===== src/rtl/irl_pkg.sv =====
// ----------------------------------------------------------------------------
// irl_pkg
// Shared widths, limits and register indexes of the image resizer.
// ----------------------------------------------------------------------------
package irl_pkg;

  localparam int unsigned BYTE_W       = 8;
  localparam int unsigned WORD_W       = 32;
  localparam int unsigned TGT_W        = 13;
  localparam int unsigned IDX_W        = 12;
  localparam int unsigned TARGET_LIMIT = 4096;
  localparam int unsigned REG_IDX_W    = 3;
  localparam int unsigned REG_DATA_W   = 13;

  localparam logic [REG_IDX_W-1:0] REG_MODE       = 3'd0;
  localparam logic [REG_IDX_W-1:0] REG_SRC_WIDTH  = 3'd1;
  localparam logic [REG_IDX_W-1:0] REG_SRC_HEIGHT = 3'd2;
  localparam logic [REG_IDX_W-1:0] REG_TGT_WIDTH  = 3'd3;
  localparam logic [REG_IDX_W-1:0] REG_TGT_HEIGHT = 3'd4;
  localparam logic [REG_IDX_W-1:0] REG_CHANNELS   = 3'd5;

  localparam logic MODE_NEAREST = 1'b1;

endpackage


===== src/rtl/irl_lane.sv =====
// ----------------------------------------------------------------------------
// irl_lane
// One channel lane: accumulates weighted neighbor bytes, then rounds and
// saturates the sum back to a byte.
// ----------------------------------------------------------------------------
module irl_lane import irl_pkg::*; #(
  parameter int unsigned WEIGHT_BITS = 11
) (
  input  logic                       clk_i,
  input  logic                       clr_i,
  input  logic                       en_i,
  input  logic [BYTE_W-1:0]          pix_i,
  input  logic [2*WEIGHT_BITS+1:0]   wgt_i,
  output logic [BYTE_W-1:0]          val_o
);

  localparam int unsigned WGT_W = 2 * WEIGHT_BITS + 2;
  localparam int unsigned ACC_W = BYTE_W + WGT_W + 2;

  logic [ACC_W-1:0] acc_q;
  logic [ACC_W-1:0] rounded;
  logic [ACC_W-1:0] scaled;

  always_ff @(posedge clk_i) begin
    if (clr_i) begin
      acc_q <= '0;
    end else if (en_i) begin
      acc_q <= acc_q + ACC_W'(pix_i) * ACC_W'(wgt_i);
    end
  end

  always_comb begin
    rounded = acc_q + (ACC_W'(1) << (2 * WEIGHT_BITS - 1));
    scaled  = rounded >> (2 * WEIGHT_BITS);
    val_o   = (scaled > ACC_W'(255)) ? 8'hFF : scaled[BYTE_W-1:0];
  end

endmodule

===== config.mk =====
export PLATFORM = sky130hd
export DESIGN_NAME = irl_lane
export DESIGN_NICKNAME = d
export VERILOG_FILES = /design/src/rtl/irl_pkg.sv /design/src/rtl/irl_lane.sv
export SDC_FILE = /design/constraint.sdc
export NUM_CORES = 1
export LEC_CHECK = 0
export ABC_AREA = 1
export BUFFER_PORTS_ARGS = -buffer_cell sky130_fd_sc_hd__buf_4
export CAP_MARGIN = 20
export CELL_PAD_IN_SITES_DETAIL_PLACEMENT = 0
export CELL_PAD_IN_SITES_GLOBAL_PLACEMENT = 2
export CORE_MARGIN = 3
export CORE_UTILIZATION = 36
export CTS_CLUSTER_DIAMETER = 80
export DETAILED_ROUTE_END_ITERATION = 8
export PLACE_DENSITY_LB_ADDON = 0.05
export SYNTH_ARGS = -nofsm -noshare
export SYNTH_HDL_FRONTEND = slang
export SYNTH_SLANG_ARGS = --single-unit

===== constraint.sdc =====
create_clock -name clk_i -period 5.3 [get_ports clk_i]
set_input_delay 0.265 -clock clk_i [delete_from_list [all_inputs] [get_ports clk_i]]
set_output_delay 0.265 -clock clk_i [all_outputs]
set_load 0.02 [all_outputs]

# ---- Yosys cells after proc, flatten, opt, wreduce, memory -nomap -nowiden
# Index checks and enable logic that the tools add are counted.
# W data, S select, Z words.
dict set report op_classes {
  n_addsub 2
  n_mul 1
  div 0
  magnitude_cmp 1
  eq_ne 0
  shifts 0
  mux 1
  n_bitwise 0
  reduce_logical 0
}
# cell count
set op_table {}
lappend op_table {{$add A34 B22 Y34 const B} 1}
lappend op_table {{$add A34 B32 Y34} 1}
lappend op_table {{$mul A8 B24 Y32} 1}
lappend op_table {{$gt A12 B8 Y1 const B} 1}
lappend op_table {{$mux W8} 1}
dict set report word_totals {
  reg_bits 34
  latchBits 0
  ram_bits 0
  romBits 0
  input_bits 35
  word_cells 6
  n_memories 0
}

# ---- Longest topological paths before layout
dict set report depth {
  word_depth 3
  ltp_mapped 24
  mapped_depth_nobuf 23
}

# ---- Worst setup path before layout
# OpenSTA, ideal clock, no wires.
dict set report synth_path {
  kind {input to register}
  from {in pix_i[7]}
  to {reg acc_q[21]}
  t_arrival_ns 3.974
  required_time_ns 5.187
  setup_slack_ns 1.213
  path_stages 22
  path_buffers 1
  path_cell_list {clkbuf_1 nand2_1 fa_1 fa_1 inv_1 fa_1 inv_1 fa_1 inv_1 ha_1 nand2_1 inv_1 nand2_1 nand2_1 nand2_1 nand3_1 nand2_1 nand2_1 nand2_1 nand2_1 o21ai_1 inv_1}
}
dict set report synth_between {
  elab_chain_cells 2
}
# item line_no
set synth_lines {}
lappend synth_lines {{start: declaration} irl_lane.sv:12} ;# input logic [BYTE_W-1:0] pix_i,
lappend synth_lines {{$mul A8 B24 Y32} irl_lane.sv:28} ;# acc_q <= acc_q + ACC_W'(pix_i) * ACC_W'(wgt_i);
lappend synth_lines {{$add A34 B32 Y34} irl_lane.sv:28}
lappend synth_lines {{end signal: assignment} irl_lane.sv:28}
lappend synth_lines {{end: declaration} irl_lane.sv:20} ;# logic [ACC_W-1:0] acc_q;
# No other way between the ends.
# A chain may end at the register's enable or synchronous reset.

# ---- Worst setup path after layout
dict set report layout_path {
  from {in pix_i[7]}
  to {reg acc_q[30]}
}
# The elaborated chain is that of the path after synthesis.

==> impl_metrics.yaml <==
critical_path:
  crit_start: "pix_i[7]"
  crit_type: "input pin to flop"
  cp.required_ns: 5.49
  cp-start-kind: "input pin"
  endpoint_kind: "flop"
  cp_max_fo: 24
  r2r-start: "acc_q[22]$_SDFFE_PP0P_"
  cp_cell_sequence: "buf_4 > nand2_1 > fa_1 > fa_1 > inv_1 > fa_1 > inv_1 > fa_1 > inv_1 > ha_1 > nand2_1 > nand2_1 > nand2_1 > nand2_1 > nand2_1 > nand3_1 > nand2_1 > nand2_1 > nand2_1 > nand3_1 > nand2_1 > inv_1"
  crit_path_frequent_cell: "nand2_1"
  slowest_delay_ns: 0.57
  worst-path-buf-inv: 5
  cpMaxStageDelayCell: "fa_1"
  crit_arrival_ns: 4.54
  crit_family: "adder cells"
detailed_routing:
  dr.pass1.iters: 7
  wl_per_cell_um: 15.3
  vias_per_cell: 4.43
  num_vias: 7861
  postRouteAntennaNets: 0
  drc: 0
  wl_um: 27100
  drtIter0Drc: 457
die:
  boundaryPins: 43
  die-width_um: 169
  die_h_um: 169
  die_area_um2: 28500
  num_rows: 58
  initial_utilization: 0.372
  core_area_um2: 25600
placed_design:
  dpl_cell_area_um2: 10100
  portBuffers: 42
  dp_hpwl_um: 23100
  gp_congestion: 0.789
timing:
  finalSetupViolations: 0
  fin_skew_ns: 0.00784
  rsz0062_at_grt: "false"
  fin_tns_setup_ns: 0
  slew_headroom: 0.650
  maxSlewViolCount: 0
  hold_viol: 0
  clock.fmax_mhz: 230
  tightestPinTransition_ns: 0.524
  period_share: 0.819
  period_minus_slack_ns: 4.34
grt:
  grt_overflow: 0
  grt_pass1_wl_um: 45900
  antenna_found_initial: 0
  grt_usage: 0.203
  grt_max_degree: 38
  grt_pass1_vias: 8260
cells_and_area:
  n_antenna_cell: 0
  nets: 1696
  syn_to_final_growth_pct: 7.26
  regMostFlops: "acc_q"
  reg.largest.list: "acc_q (34)"
  utilization: 0.399
  final_cell_area_um2: 10200
  layout-drive-gt1-share: 0.0457
  largest_register_ffs: 34
clock_tree:
  cts.sinks: 34
  clock_latency_ns: 0.29
  ctsHoldBuffers: 0
  post_cts_resize_count: 0
  path_clk_slew_ns: 0.06
  htree_num_levels: 2
  cts_setup_buffers: 0
  clockBufferDepth: 2
  cts_buffers: 5
  root_buffer: "clkbuf_16"
  cts_tree: "done"
yosys:
  synth_area_um2: 9540
  syn_area_per_cell_um2: 6.61
  yosys_warnings: 0
  yosysMostFrequentCell: "inv_1"
  synth-edff-count: 0
  yosys_most_used_dff: "dfxtp_1"
  syn_inst: 1443
  ys_top_cells_by_area: "fa_1 (34%), inv_1 (20%), nand2_1 (16%)"
  synth_seq_cells: 34
  ys_seq_area_frac: 0.0714
  synth.net_count: 1697
  synth_cell_types: 29
  synth_commonest_cells: "inv_1 (499), nand2_1 (416), fa_1 (162)"
  yosysTopAreaCellShare: 0.340
  yosysTopAreaCell: "fa_1"
  async_flop_share: 0
worst_hold_path:
  min_from: "en_i"
  min_path_type: "input pin to flop"
run:
  drv_cap: 0
status:
  outcome: "finished, final reports clean"
-- through the flow --
step                      instances  hold WS [ns]  worst slack [ns]
after detailed placement       1765         0.462             0.672
after global placement         1765         0.459             0.632
after CTS                      1773         0.371             0.947
final                          1773         0.369             0.957
after floorplan                1443         0.445              1.21
after global routing           1773         0.398             0.637
-- path summary, 6_finish.rpt --
| check | endpoint | slack, ns | cells past startpoint |
|---|---|---|---|
| worst max register to register | acc_q[30]$_SDFFE_PP0P_ | 1.01 | 18 |
| worst min register to register | acc_q[0]$_SDFFE_PP0P_ | 0.47 | 2 |
| worst max-delay path | acc_q[30]$_SDFFE_PP0P_ | 0.96 | 22 |
| worst min-delay path | acc_q[0]$_SDFFE_PP0P_ | 0.37 | 3 |
-- placed cells by master (no fill, tap or decap) --
cell type / count
xor2_1: 18
a21o_1: 1
dfxtp_1: 34
nand2_1: 416
nor2_1: 50
nand3_2: 3
clkbuf_1: 2
a211oi_1: 4
nand4_1: 13
bufinv_16: 1
a21oi_1: 51
nor2_2: 1
o21bai_1: 3
o21ai_1: 4
nor4_4: 1
and2_1: 2
o31ai_4: 1
inv_2: 4
o21ai_0: 12
nand2_2: 4
xnor2_1: 3
nand3_1: 46
clkbuf_16: 5
o21ai_4: 1
fa_1: 162
ha_1: 57
inv_1: 499
nor3_4: 2
buf_4: 43
-- final cells by class --
class                   instances  area [um^2]
inverters                     503         1890
multi-input cells             855         6760
repair buffers                 43          323
well taps                     330          413
clock inverters                 1         30.0
fillers                      2855        15400
flip-flops and latches         34          681
clock buffers                   7          133
-- metal layers --
layer / track usage / vias up / wire (um)
met1: 0.332 / 3703 / 14700
met2: 0.303 / 139 / 11200
met5: 0 / - / 0
li1: - / 4006 / -
met3: 0.00841 / 13 / 951
met4: 0.0249 / 0 / 204
-- worst register-to-register path, cell delays in order, from the launching register on --
cell	delay, ns
dfxtp_1	0.36
inv_1	0.15
fa_1	0.56
inv_1	0.05
fa_1	0.47
fa_1	0.56
inv_1	0.05
fa_1	0.51
inv_1	0.06
ha_1	0.39
nand2_1	0.13
nor2_1	0.21
nand2_1	0.10
nor2_1	0.11
nand2_1	0.08
nand3_1	0.10
nand3_1	0.14
nand2_1	0.11
inv_1	0.04
-- cells by family (layout without fill, tap and decap cells) --
family | after synthesis | in the layout | synth area share
XOR/XNOR | 21 | 21 | 0.0193
buffers and inverters | 554 | 554 | 0.220
adder cells (fa/ha/maj) | 219 | 219 | 0.415
AO/OA/AOI/OAI | 77 | 77 | 0.0454
AND/OR/NAND/NOR | 538 | 538 | 0.229
flip-flops | 34 | 34 | 0.0714
Power is not shown: default switching activity piles up to over one toggle a cycle in this logic, so the estimate is an artifact.
