### src/rtl/irl_pkg.sv
// ----------------------------------------------------------------------------
// irl_pkg
// Shared widths, limits and register indexes of the image resizer.
// ----------------------------------------------------------------------------
package irl_pkg;

  localparam int unsigned BYTE_W       = 8;
  localparam int unsigned WORD_W       = 32;
  localparam int unsigned TGT_W        = 13;
  localparam int unsigned IDX_W        = 12;
  localparam int unsigned TARGET_LIMIT = 4096;
  localparam int unsigned REG_IDX_W    = 3;
  localparam int unsigned REG_DATA_W   = 13;

  localparam logic [REG_IDX_W-1:0] REG_MODE       = 3'd0;
  localparam logic [REG_IDX_W-1:0] REG_SRC_WIDTH  = 3'd1;
  localparam logic [REG_IDX_W-1:0] REG_SRC_HEIGHT = 3'd2;
  localparam logic [REG_IDX_W-1:0] REG_TGT_WIDTH  = 3'd3;
  localparam logic [REG_IDX_W-1:0] REG_TGT_HEIGHT = 3'd4;
  localparam logic [REG_IDX_W-1:0] REG_CHANNELS   = 3'd5;

  localparam logic MODE_NEAREST = 1'b1;

endpackage

### src/rtl/irl_div.sv
// ----------------------------------------------------------------------------
// irl_div
// Restoring divider, one quotient bit per cycle.
// ----------------------------------------------------------------------------
module irl_div import irl_pkg::*; #(
  parameter int unsigned NUM_W = 26
) (
  input  logic             clk_i,
  input  logic             rst_ni,
  input  logic             start_i,
  input  logic [NUM_W-1:0] num_i,
  input  logic [TGT_W-1:0] den_i,
  output logic             done_o,
  output logic [NUM_W-1:0] quo_o
);

  localparam int unsigned CNT_W = $clog2(NUM_W + 1);

  logic [TGT_W-1:0] den_q;
  logic [TGT_W:0]   rem_q, rem_d, trial;
  logic [NUM_W-1:0] sh_q, sh_d;
  logic [CNT_W-1:0] cnt_q;
  logic             busy_q, done_q;
  logic             bit_set;

  always_comb begin
    trial   = {rem_q[TGT_W-1:0], sh_q[NUM_W-1]};
    bit_set = (trial >= {1'b0, den_q});
    rem_d   = bit_set ? (trial - {1'b0, den_q}) : trial;
    sh_d    = {sh_q[NUM_W-2:0], bit_set};
  end

  always_ff @(posedge clk_i or negedge rst_ni) begin
    if (!rst_ni) begin
      busy_q <= 1'b0;
      done_q <= 1'b0;
      cnt_q  <= '0;
    end else begin
      done_q <= 1'b0;
      if (start_i) begin
        busy_q <= 1'b1;
        cnt_q  <= '0;
      end else if (busy_q) begin
        cnt_q <= cnt_q + 1'b1;
        if (cnt_q == CNT_W'(NUM_W - 1)) begin
          busy_q <= 1'b0;
          done_q <= 1'b1;
        end
      end
    end
  end

  always_ff @(posedge clk_i) begin
    if (start_i) begin
      den_q <= den_i;
      rem_q <= '0;
      sh_q  <= num_i;
    end else if (busy_q) begin
      rem_q <= rem_d;
      sh_q  <= sh_d;
    end
  end

  assign done_o = done_q;
  assign quo_o  = sh_q;

endmodule

### config.mk
export PLATFORM = sky130hd
export DESIGN_NAME = irl_div
export DESIGN_NICKNAME = d
export VERILOG_FILES = /design/src/rtl/irl_pkg.sv /design/src/rtl/irl_div.sv
export SDC_FILE = /design/constraint.sdc
export NUM_CORES = 1
export LEC_CHECK = 0
export ABC_AREA = 1
export BUFFER_PORTS_ARGS = -buffer_cell sky130_fd_sc_hd__buf_2
export CAP_MARGIN = 40
export CORE_ASPECT_RATIO = 0.5
export CORE_UTILIZATION = 30
export DETAILED_ROUTE_END_ITERATION = 7
export MAX_ROUTING_LAYER = met4
export PLACE_DENSITY = 0.54
export SLEW_MARGIN = 0
export SYNTH_ARGS = -nofsm -noshare
export SYNTH_HDL_FRONTEND = slang
export SYNTH_SLANG_ARGS = --single-unit
### constraint.sdc
create_clock -name clk_i -period 2.5 [get_ports clk_i]
set_input_delay 0.5 -clock clk_i [delete_from_list [all_inputs] [get_ports clk_i]]
set_output_delay 0.5 -clock clk_i [all_outputs]
set_load 0.01 [all_outputs]
### Word-level counts from Yosys, hierarchy flattened

Cells that the tools add are included.

* bits in registers: 59
* output and inout bits: 27
* logic and storage cells: 22

* $add $sub $neg: 2
* magnitude comparators: 1
* equality and inequality tests: 1
* mux-type cells: 11
* reduce and logical (&&, ||, !) cells: 1

Operator list (count)
* $mux W26: 2
* $ge A14 B13 Y1: 1
* $mux W13: 1
* $sub A13 B13 Y13: 1
* $mux W5: 2
* $mux W1: 6
* $add A5 B1 Y5 const B: 1
* $eq A5 B5 Y1 const B: 1
* $reduce_bool A2 Y1: 1

### Longest topological paths before layout

* depth after elaboration: 4
* gate-level depth with buffers: 12
* depth with buffers taken out: 12

### Worst setup path before layout

No wires, ideal clock.

* path type: register -> register
* from: register sh_q[25] (netlist: quo_o[25])
* to: register rem_q[11]
* setup time: 113 ps
* arrival: 1726 ps
* path slack: 661 ps
* stages on the path, launching flop included: 13
* clock period less this slack: 1839 ps
* cells stage by stage: edfxtp_1 > inv_1 > ha_1 > fa_1 > inv_1 > nand2_1 > nand3_2 > nand2_2 > nand3_4 > buf_6 > nand3_2 > nand3_1 > nand2_1

* longest elaborated chain between the ends: 2
* elaborated cells between the ends (all ways): 3

Ends and longest elaborated chain
* from (decl): RTL line irl_div.sv:21 `logic [NUM_W-1:0] sh_q, sh_d;`
* from (signal assigned): RTL line irl_div.sv:57 `sh_q <= num_i;`
* $sub A13 B13 Y13 / $ge A14 B13 Y1 (equally long branches): RTL line irl_div.sv:29, irl_div.sv:28
* $mux W13 *: RTL line irl_div.sv:29 `rem_d = bit_set ? (trial - {1'b0, den_q}) : trial;`
* to (signal assigned): RTL line irl_div.sv:59 `rem_q <= rem_d;`
* to (decl): RTL line irl_div.sv:20 `logic [TGT_W:0] rem_q, rem_d, trial;`

Every way passes the cells marked *; elsewhere a longest branch is shown, timed or not.
A chain may end at the register's enable or synchronous reset.

### Worst setup path after layout

* from: register sh_q[25] (netlist: quo_o[25])
* to: register rem_q[9]

Same word-level chain as after synthesis.

==> impl_metrics.csv <==
group,metric,value,unit
run_status,status,"complete, no violations",
clocking,cts_made_buffers,9,
setup_path,path_max_fanout,15,
synthesis,synth_cell_types,29,
floorplanning,rows,26,
min_path,hp-start,"den_i[1]",
floorplanning,die_h,76.70,um
pwr,power,0.003898,W
routing,routed_via_density,4.333,
min_path,hold_depth,1,
cells_and_area,areaGrowthSynthToFinish,26.12,%
cells_and_area,regArea,1607,um2
setup_path,crit_required,2.72,ns
setup_path,crit_path_end_kind,"register",
synthesis,syn_area,3348,um2
setup_path,setup.worst_path.class,"register to register",
timing,layout_min_cycle_time,2.169,ns
cells_and_area,drive_above_1_share,0.2200,
clocking,htree_num_levels,3,
floorplanning,die_area,11610,um2
routing,drt_pass1_iterations,4,
synthesis,syn_inst,427,
routing,drtIter0Drc,118,
setup_path,r2r_start,"quo_o[25]$_DFFE_PP_",
place,post-place-ws,0.3518,ns
routing,wl_per_cell,12.03,um
routing,ant_nets,0,
synthesis,synth_edf_count,39,
timing,fmax,0.4611,GHz
timing,skew,0.007217,ns
floorplanning,start_util,0.3186,
timing,setup_slack,0.3313,ns
cells_and_area,layout_common_cells,"nand2_1 (180), buf_2 (68), inv_1 (67)",
setup_path,ff2ff_path_depth,11,
clocking,cts-root-buf,"clkbuf_16",
clocking,cts_tree,"yes",
synthesis,synth_flop_cell,"edfxtp_1",
floorplanning,ios,69,
place,io_buffers,68,
synthesis,postSynthNetCount,485,
min_path,hold_path.class,"input pin to register",
run,cap_violations,0,
synthesis,synth-seq-cells,59,
min_path,hold_path_end,"den_q[1]$_DFFE_PP_",
floorplanning,fp.dieW,151.4,um
cells_and_area,finalNetCount,562,
timing,finalSetupTns,0,ns
synthesis,ys_seq_area_frac,0.4798,
routing,wl,7806,um
grt,grt_overflow_total,0,
floorplanning,core,10510,um2
grt,globalRouteTotalUtil,0.1550,
pwr,ir_worst_vdd,360.6,uV
pwr,p_per_area,923.1,nW/um2
synthesis,ys_async_sr_fraction,0.1186,
setup_path,critPathLaunchType,"register",
timing,relSlewSlack,0.6931,
synthesis,syn_avg_cell_area,7.841,um2
timing,rsz0062_at_grt,"false",
grt,grt_pass1_vias,2781,
setup_path,crit_arrival,2.39,ns
timing,fin_crit_sh,0.8675,
clocking,insertion_delay,0.33,ns
cells_and_area,nFillCells,1111,
routing,vias,2812,
grt,grt_max_degree,33,
clocking,cts_buffer_depth,2,
setup_path,r2r_slack,0.33,ns
clocking,cts_sinks,59,
clocking,cts.reportedPaths.clkPinSlew,0.06,ns
grt,antenna_found_initial,0,
timing,drv_slew,0,
timing,setup_violations,0,
place,globalplace.congestion,0.9059,
grt,grt_first_pass_wirelength,13430,um
pwr,p_leak,2.243,nW
synthesis,ys_warn_count,0,
cells_and_area,fin_area,4223,um2
cells_and_area,multiInputGateArea,1410,um2
timing,final_hold_viol_count,0,
routing,drc,0,
cells_and_area,fin_util,0.4019,
cells_and_area,antenna_cells,0,
timing,worstMarginPinSlew,0.4599,ns
cells_and_area,mostFrequentLayoutCell,"nand2_1",
place,hpwl,5692,um
setup_path,rr_endpoint,"rem_q[9]$_SDFFE_PP0P_",
place,placed_area,3886,um2
[state kept, by name (all words and copies together) (netlist names)]
name    count
rem_q      13
quo_o      26
den_q      13
busy_q      1
done_o      1
cnt_q       5
[critical path, stage by stage (launching register included)]
cell and delay [ns]:
edfxtp_1 0.34, inv_1 0.06, ha_1 0.22, fa_1 0.43, inv_1 0.11, nand2_1 0.07, nand3_2 0.09, nand2_2 0.22
nand3_4 0.28, nand3_1 0.10, nand3_1 0.08, nand2_1 0.04
[worst max-delay path by stage]
stage,depth (start not counted),endpoint,startpoint,slack (ns)
CTS,11,rem_q[9]$_SDFFE_PP0P_,quo_o[25]$_DFFE_PP_,0.33
floorplan,12,rem_q[11]$_SDFFE_PP0P_,quo_o[25]$_DFFE_PP_,0.66
finish,11,rem_q[9]$_SDFFE_PP0P_,quo_o[25]$_DFFE_PP_,0.33
global placement,11,rem_q[9]$_SDFFE_PP0P_,quo_o[25]$_DFFE_PP_,0.42
global route,11,rem_q[10]$_SDFFE_PP0P_,quo_o[25]$_DFFE_PP_,0.14
detailed placement,11,rem_q[9]$_SDFFE_PP0P_,quo_o[25]$_DFFE_PP_,0.35
[power by group]
| part | internal (W) | switching [W] | total [W] | leakage [nW] |
|---|---|---|---|---|
| Clock | 0.000880 | 0.000465 | 0.00134 | 0.158 |
| Combinational | 0.000480 | 0.000788 | 0.00127 | 1.47 |
| Sequential | 0.00119 | 0.0000909 | 0.00129 | 0.611 |
[layout make-up]
| cell class | instances | share of cell area |
|---|---|---|
| clock buffers | 9 | 0.05333 |
| clock inverters | 7 | 0.02400 |
| inverters | 73 | 0.06489 |
| multi-input cells | 283 | 0.3339 |
| flip-flops and latches | 59 | 0.3804 |
| well taps | 140 | 0.04148 |
| repair buffers | 78 | 0.1019 |
[synth_stat cells, drive strengths merged (4+ instances only)]
cell | n | area [um2]
nor2 | 16 | 77.57
dfrtp | 7 | 175.2
clkbuf | 5 | 18.77
nand3 | 30 | 177.7
ha | 15 | 187.7
buf | 7 | 38.79
nand4 | 17 | 106.4
nand2 | 183 | 694.4
a21oi | 6 | 41.29
edfxtp | 39 | 1171
xor2 | 4 | 35.03
inv | 73 | 274.0
dfxtp | 13 | 260.3
[what timing repair did]
item,CTS,global route
resized for setup,0,0
setup endpoints to repair,0,0
hold endpoints to repair,7,0
setup buffers,0,0
hold buffers,1,0
[cells by family (layout without fill, tap and decap cells)]
group,count (synthesis),after routing,synth area share
adders and majority gates,16,16,0.06203
and+or+nand+nor,250,250,0.3217
xor gates and xnor gates,7,7,0.01831
AOI/OAI and AO/OA,10,10,0.01906
buffers and inverters,85,167,0.09903
DFF,59,59,0.4798
[stage by stage]
stage,instances,hold WS [ns]
after global routing,649,0.3310
after CTS,649,0.3317
after floorplan,427,0.2044
after detailed placement,632,0.3458
after global placement,632,0.3473
final,649,0.3422
[layer usage]
metal  GRT usage  up-vias  part of all wire
met2      0.2228       49              0.43
met4     0.04200        0            0.0090
li1            -     1500                 -
met3     0.04821        7             0.051
met5           -        -                 0
met1      0.2089     1256              0.51
Note: power is estimated with default switching activity, not from simulation.
